### src/hw/rtl/three_voice_sound_generator_core_defines.svh
// Assertion macros for the sound generator RTL.
`ifndef THREE_VOICE_SOUND_GENERATOR_CORE_DEFINES_SVH
`define THREE_VOICE_SOUND_GENERATOR_CORE_DEFINES_SVH
`ifndef SYNTHESIS
`define TVSG_ASSERT_IMP(lbl, clk, rstn, ante, cons) \
    lbl: assert property (@(posedge clk) disable iff (!(rstn)) (ante) |-> (cons)) \
        else $error("tvsg assertion failed");
`define TVSG_ASSERT_NXT(lbl, clk, rstn, ante, cons) \
    lbl: assert property (@(posedge clk) disable iff (!(rstn)) (ante) |=> (cons)) \
        else $error("tvsg assertion failed");
`else
`define TVSG_ASSERT_IMP(lbl, clk, rstn, ante, cons)
`define TVSG_ASSERT_NXT(lbl, clk, rstn, ante, cons)
`endif
`endif

### src/hw/rtl/tvsg_pkg.sv
// Shared types, constants and the volume map of the sound generator.
package tvsg_pkg;

    localparam logic CMD_WRITE  = 1'b0;
    localparam logic CMD_SAMPLE = 1'b1;

    localparam logic [3:0] REG_NOISE_PER = 4'd6;
    localparam logic [3:0] REG_MIXER     = 4'd7;
    localparam logic [3:0] REG_VOL_A     = 4'd8;
    localparam logic [3:0] REG_VOL_B     = 4'd9;
    localparam logic [3:0] REG_VOL_C     = 4'd10;
    localparam logic [3:0] REG_ENV_LO    = 4'd11;
    localparam logic [3:0] REG_ENV_HI    = 4'd12;
    localparam logic [3:0] REG_ENV_SHAPE = 4'd13;

    localparam int unsigned ENV_HOLD_BIT   = 0;
    localparam int unsigned ENV_ALT_BIT    = 1;
    localparam int unsigned ENV_ATTACK_BIT = 2;
    localparam int unsigned ENV_CONT_BIT   = 3;

    localparam logic [17:0] NOISE_TAP = 18'h28000;

    localparam int unsigned DIVIDEND_W = 17;
    localparam int unsigned DIVISOR_W  = 16;

    typedef struct packed {
        logic                  start;
        logic [DIVIDEND_W-1:0] dividend;
        logic [DIVISOR_W-1:0]  divisor;
    } div_req_t;

    typedef struct packed {
        logic                  done;
        logic [DIVIDEND_W-1:0] quot;
        logic [DIVISOR_W-1:0]  rem;
    } div_rsp_t;

    function automatic logic [4:0] vol_map(input logic [3:0] vol);
        logic [4:0] lvl;
        unique case (vol)
            4'd0:  lvl = 5'd0;
            4'd1:  lvl = 5'd0;
            4'd2:  lvl = 5'd0;
            4'd3:  lvl = 5'd1;
            4'd4:  lvl = 5'd1;
            4'd5:  lvl = 5'd1;
            4'd6:  lvl = 5'd2;
            4'd7:  lvl = 5'd3;
            4'd8:  lvl = 5'd4;
            4'd9:  lvl = 5'd6;
            4'd10: lvl = 5'd8;
            4'd11: lvl = 5'd10;
            4'd12: lvl = 5'd14;
            4'd13: lvl = 5'd19;
            4'd14: lvl = 5'd24;
            default: lvl = 5'd31;
        endcase
        return lvl;
    endfunction

endpackage

### src/hw/rtl/tvsg_divider.sv
// Shared restoring divider: one quotient bit per cycle.
module tvsg_divider (
    input  logic              aclk,
    input  logic              aresetn,
    input  tvsg_pkg::div_req_t req,
    output tvsg_pkg::div_rsp_t rsp
);
    import tvsg_pkg::*;

    logic [DIVIDEND_W-1:0] dvd_reg;
    logic [DIVIDEND_W-1:0] quot_reg;
    logic [DIVISOR_W-1:0]  rem_reg;
    logic [DIVISOR_W-1:0]  dvs_reg;
    logic [4:0]            cnt_reg;
    logic                  busy_reg;
    logic                  done_reg;
    logic [DIVISOR_W:0]    trial;
    logic                  ge;
    logic [DIVISOR_W:0]    diff;

    // Shift in the next dividend bit and try the subtraction
    assign trial = {rem_reg, dvd_reg[DIVIDEND_W-1]};
    assign ge    = trial >= {1'b0, dvs_reg};
    assign diff  = trial - {1'b0, dvs_reg};

    always_ff @(posedge aclk) begin
        if (!aresetn) begin
            busy_reg <= 1'b0;
            done_reg <= 1'b0;
            cnt_reg  <= '0;
        end else begin
            done_reg <= 1'b0;
            if (req.start) begin
                dvd_reg  <= req.dividend;
                dvs_reg  <= req.divisor;
                rem_reg  <= '0;
                quot_reg <= '0;
                cnt_reg  <= 5'(DIVIDEND_W);
                busy_reg <= 1'b1;
            end else if (busy_reg) begin
                dvd_reg  <= {dvd_reg[DIVIDEND_W-2:0], 1'b0};
                quot_reg <= {quot_reg[DIVIDEND_W-2:0], ge};
                rem_reg  <= ge ? diff[DIVISOR_W-1:0] : trial[DIVISOR_W-1:0];
                cnt_reg  <= cnt_reg - 5'd1;
                if (cnt_reg == 5'd1) begin
                    busy_reg <= 1'b0;
                    done_reg <= 1'b1;
                end
            end
        end
    end

    assign rsp.done = done_reg;
    assign rsp.quot = quot_reg;
    assign rsp.rem  = rem_reg;

endmodule

### src/hw/rtl/tvsg_noise.sv
// 17-bit noise shift register and its output flip-flop.
module tvsg_noise (
    input  logic aclk,
    input  logic aresetn,
    input  logic shift_en,
    output logic level
);
    import tvsg_pkg::*;

    logic [16:0] lfsr_reg;
    logic        level_reg;
    logic [17:0] mixed;

    // Fold the tap in before the shift; bit 17 of the tap lands in bit 16
    assign mixed = {1'b0, lfsr_reg} ^ (lfsr_reg[0] ? NOISE_TAP : 18'h0);

    always_ff @(posedge aclk) begin
        if (!aresetn) begin
            lfsr_reg  <= 17'd1;
            level_reg <= 1'b1;
        end else if (shift_en) begin
            if (lfsr_reg[1] ^ lfsr_reg[0]) begin
                level_reg <= ~level_reg;
            end
            lfsr_reg <= mixed[17:1];
        end
    end

    assign level = level_reg;

endmodule

### src/hw/rtl/three_voice_sound_generator_core.sv
// Top level of the three-voice sound generator: registers, sequencer, mixer.
//
//  channel | ports                                        | dir
//  --------+----------------------------------------------+-----
//  input   | s_valid s_ready s_command s_reg_addr         | in
//          | s_reg_data s_step_amount                     |
//  result  | m_valid m_ready m_level_a m_level_b m_level_c | out
//
// A sample runs five counters in turn through the shared divider, shifts the
// noise register once per noise wrap, and then loads the result.
// Reset is synchronous, active low, and clears the register file, counters, tone and envelope state, not the levels.
// A result waits in the output register; the sequencer holds in its last
// state while that register is still full.
module three_voice_sound_generator_core (
    input  logic        aclk,
    input  logic        aresetn,
    input  logic        s_valid,
    output logic        s_ready,
    input  logic        s_command,
    input  logic [3:0]  s_reg_addr,
    input  logic [7:0]  s_reg_data,
    input  logic [23:0] s_step_amount,
    output logic        m_valid,
    input  logic        m_ready,
    output logic [4:0]  m_level_a,
    output logic [4:0]  m_level_b,
    output logic [4:0]  m_level_c
);
    import tvsg_pkg::*;

`include "three_voice_sound_generator_core_defines.svh"

    localparam logic [2:0] K_NOISE = 3'd3;
    localparam logic [2:0] K_ENV   = 3'd4;

    typedef enum logic [2:0] {
        ST_IDLE, ST_LOAD, ST_DIV, ST_APPLY, ST_NOISE, ST_FINISH
    } state_t;

    state_t      state_reg;
    logic [7:0]  regs_reg [16];
    logic [15:0] tone_per_reg [3];
    logic [31:0] cnt_reg [5];
    logic [2:0]  tone_lvl_reg;
    logic [4:0]  noise_per_reg;
    logic [15:0] env_per_reg;
    logic [3:0]  env_pos_reg;
    logic [3:0]  env_shape_reg;
    logic [3:0]  env_vol_reg;
    logic        env_hold_reg;
    logic [2:0]  k_reg;
    logic [15:0] frac_reg;
    logic [23:0] step_reg;
    logic [16:0] wrap_cnt_reg;
    logic        m_valid_reg;
    logic [4:0]  lvl_a_reg;
    logic [4:0]  lvl_b_reg;
    logic [4:0]  lvl_c_reg;

    div_req_t    div_req;
    div_rsp_t    div_rsp;
    logic        noise_en;
    logic        noise_lvl;

    logic        wr_xfer;
    logic        smp_xfer;
    logic [15:0] tone_new [3];
    logic [15:0] tone_fix [3];
    logic [15:0] env_new;
    logic [15:0] env_fix;
    logic [4:0]  noise_fix;
    logic [3:0]  shape_new;
    logic [23:0] add_amt;
    logic [32:0] sum;
    logic [15:0] divisor;
    logic [17:0] hold_sum;
    logic [4:0]  rep_sum;
    logic        rep_att;
    logic        out_free;
    logic [4:0]  lvl [3];
    logic        periods_ok;
    logic        finish_go;

    assign s_ready  = (state_reg == ST_IDLE);
    assign wr_xfer  = s_valid && s_ready && (s_command == CMD_WRITE);
    assign smp_xfer = s_valid && s_ready && (s_command == CMD_SAMPLE);
    assign out_free = !m_valid_reg || m_ready;

    // Candidate periods with the incoming byte merged in
    always_comb begin
        for (int c = 0; c < 3; c++) begin
            tone_new[c][7:0]  = (s_reg_addr == 4'(2 * c)) ? s_reg_data
                                                          : regs_reg[2 * c];
            tone_new[c][15:8] = (s_reg_addr == 4'(2 * c + 1)) ? s_reg_data
                                                              : regs_reg[2 * c + 1];
            tone_fix[c] = (tone_new[c] == 16'd0) ? 16'd1 : tone_new[c];
        end
        env_new[7:0]  = (s_reg_addr == REG_ENV_LO) ? s_reg_data : regs_reg[REG_ENV_LO];
        env_new[15:8] = (s_reg_addr == REG_ENV_HI) ? s_reg_data : regs_reg[REG_ENV_HI];
        env_fix       = (env_new == 16'd0) ? 16'd1 : env_new;
        noise_fix     = (s_reg_data[4:0] == 5'd0) ? 5'd1 : s_reg_data[4:0];
    end

    // Force non-continue shapes into their single-pass hold form
    always_comb begin
        shape_new = s_reg_data[3:0];
        if (!shape_new[ENV_CONT_BIT]) begin
            shape_new[ENV_ALT_BIT]  = shape_new[ENV_ATTACK_BIT];
            shape_new[ENV_HOLD_BIT] = 1'b1;
        end
    end

    // Counter add and divisor select for the counter in work
    always_comb begin
        add_amt = (k_reg == K_ENV) ? {1'b0, step_reg[23:1]} : step_reg;
        sum     = {1'b0, cnt_reg[k_reg]} + {9'd0, add_amt};
        unique case (k_reg)
            3'd0:    divisor = tone_per_reg[0];
            3'd1:    divisor = tone_per_reg[1];
            3'd2:    divisor = tone_per_reg[2];
            K_NOISE: divisor = {11'd0, noise_per_reg};
            default: divisor = env_per_reg;
        endcase
        div_req.start    = (state_reg == ST_LOAD);
        div_req.dividend = sum[32:16];
        div_req.divisor  = divisor;
    end

    // Envelope position arithmetic
    assign hold_sum = {14'd0, env_pos_reg} + {1'b0, div_rsp.quot};
    assign rep_sum  = {1'b0, env_pos_reg} + div_rsp.quot[4:0];
    assign rep_att  = env_shape_reg[ENV_ATTACK_BIT] ^
                      (rep_sum[4] & env_shape_reg[ENV_ALT_BIT]);

    assign noise_en = (state_reg == ST_NOISE);

    // Mixer and volume map per channel
    always_comb begin
        logic       tone_on;
        logic       noise_on;
        logic [3:0] vol;
        for (int c = 0; c < 3; c++) begin
            tone_on  = tone_lvl_reg[c] | regs_reg[REG_MIXER][c];
            noise_on = noise_lvl | regs_reg[REG_MIXER][c + 3];
            vol = regs_reg[int'(REG_VOL_A) + c][4] ? env_vol_reg
                                                   : regs_reg[int'(REG_VOL_A) + c][3:0];
            if (!(tone_on && noise_on)) begin
                vol = 4'd0;
            end
            lvl[c] = vol_map(vol);
        end
    end

    tvsg_divider u_div (
        .aclk    (aclk),
        .aresetn (aresetn),
        .req     (div_req),
        .rsp     (div_rsp)
    );

    tvsg_noise u_noise (
        .aclk     (aclk),
        .aresetn  (aresetn),
        .shift_en (noise_en),
        .level    (noise_lvl)
    );

    // Sequencer, register file and sound state
    always_ff @(posedge aclk) begin
        if (!aresetn) begin
            state_reg     <= ST_IDLE;
            for (int i = 0; i < 16; i++) begin
                regs_reg[i] <= 8'd0;
            end
            for (int c = 0; c < 3; c++) begin
                tone_per_reg[c] <= 16'd1;
            end
            for (int i = 0; i < 5; i++) begin
                cnt_reg[i] <= 32'd0;
            end
            tone_lvl_reg  <= 3'b111;
            noise_per_reg <= 5'd1;
            env_per_reg   <= 16'd1;
            env_pos_reg   <= 4'd0;
            env_shape_reg <= 4'd0;
            env_vol_reg   <= 4'd0;
            env_hold_reg  <= 1'b0;
            k_reg         <= 3'd0;
            m_valid_reg   <= 1'b0;
        end else begin
            // Drop the result after its transfer unless a new one loads now
            if (m_valid_reg && m_ready && (state_reg != ST_FINISH)) begin
                m_valid_reg <= 1'b0;
            end
            unique case (state_reg)
                ST_IDLE: begin
                    if (wr_xfer) begin
                        regs_reg[s_reg_addr] <= s_reg_data;
                        for (int c = 0; c < 3; c++) begin
                            if (s_reg_addr[3:1] == 3'(c)) begin
                                if (tone_fix[c] < cnt_reg[c][31:16]) begin
                                    cnt_reg[c] <= 32'd0;
                                end
                                tone_per_reg[c] <= tone_fix[c];
                            end
                        end
                        if (s_reg_addr == REG_NOISE_PER) begin
                            if ({11'd0, noise_fix} < cnt_reg[K_NOISE][31:16]) begin
                                cnt_reg[K_NOISE] <= 32'd0;
                            end
                            noise_per_reg <= noise_fix;
                        end
                        if (s_reg_addr == REG_ENV_LO || s_reg_addr == REG_ENV_HI) begin
                            if (env_fix < cnt_reg[K_ENV][31:16]) begin
                                cnt_reg[K_ENV] <= 32'd0;
                            end
                            env_per_reg <= env_fix;
                        end
                        if (s_reg_addr == REG_ENV_SHAPE) begin
                            env_shape_reg <= shape_new;
                            env_pos_reg   <= 4'd0;
                            env_hold_reg  <= 1'b0;
                            env_vol_reg   <= shape_new[ENV_ATTACK_BIT] ? 4'd0 : 4'd15;
                        end
                    end else if (smp_xfer) begin
                        step_reg  <= s_step_amount;
                        k_reg     <= 3'd0;
                        state_reg <= ST_LOAD;
                    end
                end
                ST_LOAD: begin
                    // Divider takes the whole part; hold the fraction
                    frac_reg  <= sum[15:0];
                    state_reg <= ST_DIV;
                end
                ST_DIV: begin
                    if (div_rsp.done) begin
                        state_reg <= ST_APPLY;
                    end
                end
                ST_APPLY: begin
                    cnt_reg[k_reg] <= {div_rsp.rem, frac_reg};
                    state_reg      <= ST_LOAD;
                    k_reg          <= (k_reg == K_ENV) ? 3'd0 : k_reg + 3'd1;
                    if (k_reg < K_NOISE) begin
                        if (div_rsp.quot[0]) begin
                            tone_lvl_reg[k_reg[1:0]] <= ~tone_lvl_reg[k_reg[1:0]];
                        end
                    end else if (k_reg == K_NOISE) begin
                        if (div_rsp.quot != '0) begin
                            wrap_cnt_reg <= div_rsp.quot;
                            state_reg    <= ST_NOISE;
                        end
                    end else begin
                        state_reg <= ST_FINISH;
                        if (!env_hold_reg) begin
                            if (env_shape_reg[ENV_HOLD_BIT]) begin
                                if (hold_sum >= 18'd16) begin
                                    env_hold_reg <= 1'b1;
                                    env_pos_reg  <= 4'd15;
                                    env_vol_reg  <= (env_shape_reg[ENV_ATTACK_BIT] ^
                                                     env_shape_reg[ENV_ALT_BIT])
                                                    ? 4'd15 : 4'd0;
                                end else begin
                                    env_pos_reg <= hold_sum[3:0];
                                    env_vol_reg <= env_shape_reg[ENV_ATTACK_BIT]
                                                   ? hold_sum[3:0] : ~hold_sum[3:0];
                                end
                            end else begin
                                env_shape_reg[ENV_ATTACK_BIT] <= rep_att;
                                env_pos_reg <= rep_sum[3:0];
                                env_vol_reg <= rep_att ? rep_sum[3:0] : ~rep_sum[3:0];
                            end
                        end
                    end
                end
                ST_NOISE: begin
                    // One shift per wrap
                    wrap_cnt_reg <= wrap_cnt_reg - 17'd1;
                    if (wrap_cnt_reg == 17'd1) begin
                        state_reg <= ST_LOAD;
                    end
                end
                ST_FINISH: begin
                    if (out_free) begin
                        m_valid_reg <= 1'b1;
                        lvl_a_reg   <= lvl[0];
                        lvl_b_reg   <= lvl[1];
                        lvl_c_reg   <= lvl[2];
                        state_reg   <= ST_IDLE;
                    end
                end
                default: state_reg <= ST_IDLE;
            endcase
        end
    end

    assign m_valid   = m_valid_reg;
    assign m_level_a = lvl_a_reg;
    assign m_level_b = lvl_b_reg;
    assign m_level_c = lvl_c_reg;

    // Terms for the checks below
    assign periods_ok = (tone_per_reg[0] != 16'd0) && (noise_per_reg != 5'd0) &&
                        (env_per_reg != 16'd0);
    assign finish_go  = (state_reg == ST_FINISH) && out_free;

    `TVSG_ASSERT_IMP(a_done_in_div, aclk, aresetn, div_rsp.done, state_reg == ST_DIV)
    `TVSG_ASSERT_IMP(a_periods_nonzero, aclk, aresetn, 1'b1, periods_ok)
    `TVSG_ASSERT_IMP(a_hold_shape, aclk, aresetn, env_hold_reg, env_shape_reg[ENV_HOLD_BIT])
    `TVSG_ASSERT_NXT(a_finish_loads, aclk, aresetn, finish_go, m_valid_reg && s_ready)

endmodule
### config.mk
export PLATFORM = sky130hd
export DESIGN_NAME = three_voice_sound_generator_core
export DESIGN_NICKNAME = d
export VERILOG_FILES = /design/src/hw/rtl/tvsg_pkg.sv /design/src/hw/rtl/tvsg_divider.sv /design/src/hw/rtl/tvsg_noise.sv /design/src/hw/rtl/three_voice_sound_generator_core.sv
export VERILOG_INCLUDE_DIRS = /design/src /design/src/hw/rtl
export SDC_FILE = /design/constraint.sdc
export NUM_CORES = 1
export LEC_CHECK = 0
export ABC_AREA = 0
export ABC_CLOCK_PERIOD_IN_PS = 4800
export BUFFER_PORTS_ARGS = -buffer_cell sky130_fd_sc_hd__buf_2
export CAP_MARGIN = 40
export CORE_ASPECT_RATIO = 0.7
export CORE_MARGIN = 4
export CORE_UTILIZATION = 50
export DETAILED_ROUTE_END_ITERATION = 10
export PLACE_DENSITY = 0.78
export SYNTH_ARGS = -nofsm -noshare
export SYNTH_HDL_FRONTEND = slang
export SYNTH_SLANG_ARGS = --single-unit
### constraint.sdc
create_clock -name aclk -period 4.8 [get_ports aclk]
set_clock_uncertainty 0.15 [all_clocks]
set_input_delay 0.48 -clock aclk [delete_from_list [all_inputs] [get_ports aclk]]
set_output_delay 0.48 -clock aclk [all_outputs]
set_load 0.01 [all_outputs]
=== After elaboration in Yosys (flattened, before gate mapping) ===
Memory sizes are Yosys's and may differ from the RTL's. A register that Yosys moved wholly into a read port is not among the register bits.
Cells that the tools add are included.

* Reduce and logical (&&, ||, !) cells: 44
* Bitwise operators: 27
* Add/subtract/negate cells: 7
* Magnitude comparators: 10
* Muxes and demuxes: 163
* Equal/unequal tests: 36

{| class="wikitable"
|+ Operators with widths
! operator !! number
|-
| 32-bit two-way mux || 6
|-
| 16-bit two-way mux || 9
|-
| 17-bit two-way mux || 6
|-
| 4-bit two-way mux || 25
|-
| 1-bit two-way mux || 75
|-
| 8-bit two-way mux || 9
|-
| 16-bit logical NOT || 4
|-
| 16-bit < comparator || 4
|-
| 16-bit one-hot mux with 4 select lines || 1
|-
| 3-bit two-way mux || 16
|-
| 17-bit one-hot mux with 2 select lines || 1
|-
| 32-bit by 24-bit adder with 33-bit output || 1
|-
| 32-bit OR reduction || 1
|-
| 24-bit two-way mux || 1
|-
| 4-bit by 17-bit adder with 18-bit output || 1
|-
| 18-bit by 5-bit greater-or-equal comparator with 1-bit output (second input constant) || 1
|-
| 18-bit two-way mux || 1
|-
| 3-bit one-hot mux with 6 select lines || 1
|-
| 3-bit AND reduction || 6
|-
| 17-bit by 18-bit bitwise XOR with 18-bit output || 1
|-
| 17-bit by 1-bit equality test with 1-bit output (second input constant) || 1
|-
| 17-bit by 16-bit greater-or-equal comparator with 1-bit output || 1
|-
| 17-bit nonzero test || 1
|-
| 17-bit by 1-bit subtractor with 17-bit output (second input constant) || 1
|-
| 47 further kinds || 113
|}

* Logic and storage cells: 317
* Memories: 6
* Register bits after elaboration: 191
* Bits of input ports: 41
* Memory bits (writable): 336
* Memory bits (read-only): 240

{| class="wikitable"
|+ Memories
! memory !! depth !! width !! rd ports !! clocked after memory_dff !! write ports !! RTL line !! RTL
|-
| cnt_reg || 5 || 32 || 6 || 1 || 5 || three_voice_sound_generator_core.sv:43 || <nowiki>logic [31:0] cnt_reg [5];</nowiki>
|-
| regs_reg || 16 || 8 || 12 || 0 || 16 || three_voice_sound_generator_core.sv:41 || <nowiki>logic [7:0] regs_reg [16];</nowiki>
|-
| (no name shown) || 16 || 5 || 1 || 1 || 0 || tvsg_pkg.sv:40 || <nowiki>unique case (vol)</nowiki>
|-
| (no name shown) || 16 || 5 || 1 || 1 || 0 || tvsg_pkg.sv:40 ||
|-
| (no name shown) || 16 || 5 || 1 || 1 || 0 || tvsg_pkg.sv:40 ||
|-
| tone_per_reg || 3 || 16 || 3 || 0 || 3 || three_voice_sound_generator_core.sv:42 || <nowiki>logic [15:0] tone_per_reg [3];</nowiki>
|}

=== Depth between registers and ports, before layout ===
* Depth after elaboration: 13
* Mapped depth: 18

=== Modules after synthesis ===
From an unflattened synthesis, not the netlist that was laid out.

* Cells, all modules: 2515
* Area total of the unflattened synthesis: 30947.2 um^2

{| class="wikitable"
|+ Modules (own cells, without submodules)
! module !! cells each !! times used !! area an instance (um^2)
|-
| three_voice_sound_generator_core || 2142 || 1 || 26447.9
|-
| tvsg_divider || 313 || 1 || 3806.2
|-
| tvsg_noise || 60 || 1 || 693.2
|}

=== Least setup slack after synthesis ===
No wires, ideal clock.

* Kind: register to register
* Start point: register with a tool-made name
* End point: register u_div.dvd_reg[1] (data pin)
* Cell stages (with the launch flop): 18
* Data required time: 4.387 ns
* Setup time: 0.263 ns
* Slack: 0.126 ns
* Period minus slack after synthesis: 4.674 ns
* Arrival time: 4.261 ns
* Path through: dfxtp_1 buf_6 buf_2 buf_2 buf_2 mux4_2 mux2i_1 inv_1 ha_1 a21o_1 a21oi_1 o21ai_0 a221oi_2 o21ai_1 a2111o_1 a31oi_1 xor2_1 o21ai_1

{| class="wikitable"
|+ RTL lines
! item !! RTL line !! RTL
|-
| end signal: assignment || tvsg_divider.sv:34 || <nowiki>dvd_reg <= req.dividend;</nowiki>
|-
| end signal: assignment || tvsg_divider.sv:41 || <nowiki>dvd_reg <= {dvd_reg[DIVIDEND_W-2:0], 1'b0};</nowiki>
|-
| end: declaration || tvsg_divider.sv:10 || <nowiki>logic [DIVIDEND_W-1:0] dvd_reg;</nowiki>
|}

=== Worst setup path in the final report ===
* Start point: register k_reg[1]
* End point: register u_div.dvd_reg[1] (data pin)

* Cells in the longest elaborated chain, start to end: 4

{| class="wikitable"
|+ RTL lines
! item !! RTL line !! RTL
|-
| start: declaration || three_voice_sound_generator_core.sv:51 || <nowiki>logic [2:0] k_reg;</nowiki>
|-
| start signal: assignment || three_voice_sound_generator_core.sv:244 || <nowiki>k_reg <= (k_reg == K_ENV) ? 3'd0 : k_reg + 3'd1;</nowiki>
|-
| 3-bit equality test || three_voice_sound_generator_core.sv:115 || <nowiki>add_amt = (k_reg == K_ENV) ? {1'b0, step_reg[23:1]} : step_reg;</nowiki>
|-
| 24-bit two-way mux || three_voice_sound_generator_core.sv:115 ||
|-
| 32-bit by 24-bit adder with 33-bit output || three_voice_sound_generator_core.sv:116 || <nowiki>sum = {1'b0, cnt_reg[k_reg]} + {9'd0, add_amt};</nowiki>
|-
| 17-bit two-way mux || tvsg_divider.sv:33 || <nowiki>if (req.start) begin</nowiki>
|}

Every way passes these cells.
A chain may end at the register's enable or synchronous reset.

==> impl_metrics.env <==
export IMPL_num_vias=20900
export IMPL_synth_ff_latch_count=598
export IMPL_seq_area_frac_synth_pct=56.4
export IMPL_commonest_non_fill_non_tap_cells_in_the_layout="edfxtp_1 (527), and2_1 (208), nor2_1 (173)"
export IMPL_tritoncts_clock_tree="yes"
export IMPL_first_pass_grt_wire_length_um=122000
export IMPL_cpLargestDelayFamily="compound AO/OA/AOI/OAI gates"
export IMPL_maxcap_violations=0
export IMPL_synthArstFlopShare_pct=0
export IMPL_critPathBufInv=2
export IMPL_drt_iter0_markers=2685
export IMPL_dieWidth_um=304
export IMPL_finalHoldViolCount=0
export IMPL_finalNetCount=2777
export IMPL_die_height_um=215
export IMPL_clock_tree_buffer_depth=3
export IMPL_outcome="completed"
export IMPL_first_global_vias=20500
export IMPL_wirelength_um=79900
export IMPL_cts_root_buffer="clkbuf_16"
export IMPL_cpPeakStageDelay_ps=440
export IMPL_unrepaired_setup_endpoints_after_global_routing="false"
export IMPL_synth_net_count=2716
export IMPL_distinct_cell_type_count_of_the_synthesized_netlist=84
export IMPL_start_kind="flip-flop"
export IMPL_worst_pin_slew_ps=820
export IMPL_ratio_of_total_power_to_cell_area_nw_per_um2=430
export IMPL_area_growth_pct=12.0
export IMPL_yosys_most_used_dff="edfxtp_1"
export IMPL_worst_hold_slack_ps=66.4
export IMPL_cts_num_sinks=598
export IMPL_gpl_congestion=0.951
export IMPL_share_of_layout_cells_above_drive_strength_1_pct=14.3
export IMPL_setup_violations_final=0
export IMPL_clk_pin_slew_worst_paths_ps=70
export IMPL_ctsHtreeMaxLevel=2
export IMPL_routed_length_per_instance_um=23.0
export IMPL_post_drt_via_cell_ratio=6.04
export IMPL_list_of_cells_traversed_by_the_critical_path="inv_1 -> ha_1 -> nand2_1 -> buf_4 -> mux2_2 -> ha_1 -> a2111oi_0 -> o21ai_0 -> a221oi_2 -> o21ai_1 -> a2111o_1 -> a31oi_1 -> xor2_1 -> o21ai_1"
export IMPL_cts_inserted_buffers=57
export IMPL_fin_setup_tns_ps=0
export IMPL_flip_flop_count_of_the_largest_register_after_layout=256
export IMPL_leakage_nw=13.2
export IMPL_crit_required_ps=4980
export IMPL_fp_coreArea_um2=60200
export IMPL_grt_ovfl_total=0
export IMPL_starting_utilization_of_the_core_area_pct=50.7
export IMPL_worstPathArrival_ps=4660
export IMPL_pin_count=58
export IMPL_port_buffers=57
export IMPL_grt_antenna_before_repair=2
export IMPL_min_period_over_period_pct=93.3
export IMPL_slowest_stage_cell_crit_path="a2111o_1"
export IMPL_slew_headroom_pct=45.3
export IMPL_dpl_hpwl_um=55200
export IMPL_row_count=75
export IMPL_maxClockFrequency_ghz=0.223
export IMPL_n_fill_cell=4740
export IMPL_slew_violations=0
export IMPL_track_usage_pct=24.3
export IMPL_worst_path_max_fanout=13
export IMPL_peakVddDrop_v=0.000298
export IMPL_post_synth_instance_area_um2=30600
export IMPL_drtAntennaViolNets=0
export IMPL_hold_path_class="in2reg"
export IMPL_synthesis_area_per_instance_um2=12.0
export IMPL_worst_skew_pair_late_latency_ps=640
export IMPL_grt_max_degree=66
export IMPL_yosys_warnings=0
export IMPL_critical_path_class="reg2reg"
export IMPL_fin_crit_ps=4480
export IMPL_timing_critical_path_to_type="flip-flop"
export IMPL_fp_dieArea_um2=65200
export IMPL_drt_pass1_iterations=6
export IMPL_synthesis_instances=2546
export IMPL_drc=0
export IMPL_synth_enable_flop_cells=527
export IMPL_layout_cells_most_common="edfxtp_1"
worst reg2reg max path, stage by stage (launching register included):
cell	delay (ps)
dfxtp_1	350
inv_1	100
ha_1	230
nand2_1	130
buf_4	260
mux2_2	380
ha_1	370
a2111oi_0	380
o21ai_0	290
a221oi_2	410
o21ai_1	190
a2111o_1	440
a31oi_1	210
xor2_1	190
o21ai_1	80
kinds of logic after synthesis:
| logic type | synth area share (%) |
|---|---|
| simple gates | 14.7 |
| flops | 56.4 |
| compound gates | 8.12 |
| buf+inv | 4.08 |
| mux | 9.63 |
| fa+ha+maj | 5.35 |
| xor+xnor | 1.75 |
stage by stage:
step / worst slack [ps] / cell area (um2) / instances / utilization (%) / power (mW)
2_1_floorplan: 126 / 30600 / 2546 / - / 8.93
3_3_place_gp: 250 / 31900 / 3325 / 53.0 / 9.86
3_5_place_dp: 139 / 32000 / 3330 / 53.1 / 10.0
4_1_cts: 103 / 34200 / 3462 / 56.7 / 14.7
5_1_grt: 49.3 / 34200 / 3464 / 56.8 / 15.4
6_report: 321 / 34200 / 3467 / 56.8 / 14.7
routing by layer:
layer	vias to the layer above	GRT usage [%]	part of all wire, %
met1	10200	35.7	42
met5	-	0	0.016
met3	144	7.12	12
li1	9441	-	-
met4	2	5.66	2.3
met2	1127	35.9	43
power by group:
group	switching [mW]	internal, mW
sequential	0.582	6.36
combinational	1.90	1.20
clock	2.01	2.66
final cells by class:
type	count	area [um2]	area share [%]
timing repair buffer	149	1110	3.24
antenna	3	7.51	0.0219
clock buffer	82	1720	5.02
sequential	598	17300	50.4
clock inverter	26	241	0.705
multi-input combinational	1630	12200	35.8
inverter	171	642	1.88
tap	808	1010	2.95
cell usage after synthesis (all sizes together), types with 6 or more instances:
cell type | n | area [um2]
or2 | 9 | 56.3
a21boi | 7 | 52.6
a21o | 31 | 233
nand2b | 22 | 138
and2 | 208 | 1300
mux2 | 54 | 608
ha | 126 | 1580
buf | 33 | 176
and3 | 70 | 438
xor2 | 22 | 193
dfxtp | 71 | 1420
nor3b | 8 | 60.1
nor4 | 29 | 196
nor4b | 6 | 52.6
nand3 | 27 | 145
a31oi | 25 | 156
o21a | 6 | 45.0
nand4 | 27 | 169
xnor2 | 39 | 342
o211ai | 11 | 82.6
a211oi | 34 | 260
nand2 | 171 | 642
clkbuf | 114 | 428
mux2i | 87 | 875
o21bai | 8 | 60.1
o21ai | 83 | 415
edfxtp | 527 | 15800
a311oi | 7 | 67.6
inv | 171 | 642
or3 | 12 | 85.1
nor2b | 23 | 144
mux4 | 64 | 1460
o2111ai | 6 | 52.6
a22oi | 22 | 165
nor3 | 44 | 225
a211o | 6 | 52.6
nor2 | 179 | 672
o22ai | 7 | 43.8
a21oi | 99 | 503
final timing paths:
check                                   startpoint                                to  slack, ps  cells after the start
setup / recovery             k_reg[1]$_SDFFE_PN0P_        u_div.dvd_reg[1]$_DFFE_PP_        320                     14
hold / removal                             aresetn     u_div.cnt_reg[2]$_SDFFE_PP0P_         70                      3
setup reg to reg             k_reg[1]$_SDFFE_PN0P_        u_div.dvd_reg[1]$_DFFE_PP_        320                     14
hold reg to reg   u_noise.lfsr_reg[9]$_SDFFE_PN0P_  u_noise.lfsr_reg[8]$_SDFFE_PN0P_        300                      2
what timing repair did:
action | CTS | global route
hold buffers | 24 | 0
resized for setup | 0 | 4
hold endpoints to repair | 24 | 0
setup buffers | 0 | 2
endpoints found under the setup margin | 0 | 11
Power figures use the tool's default switching activity.
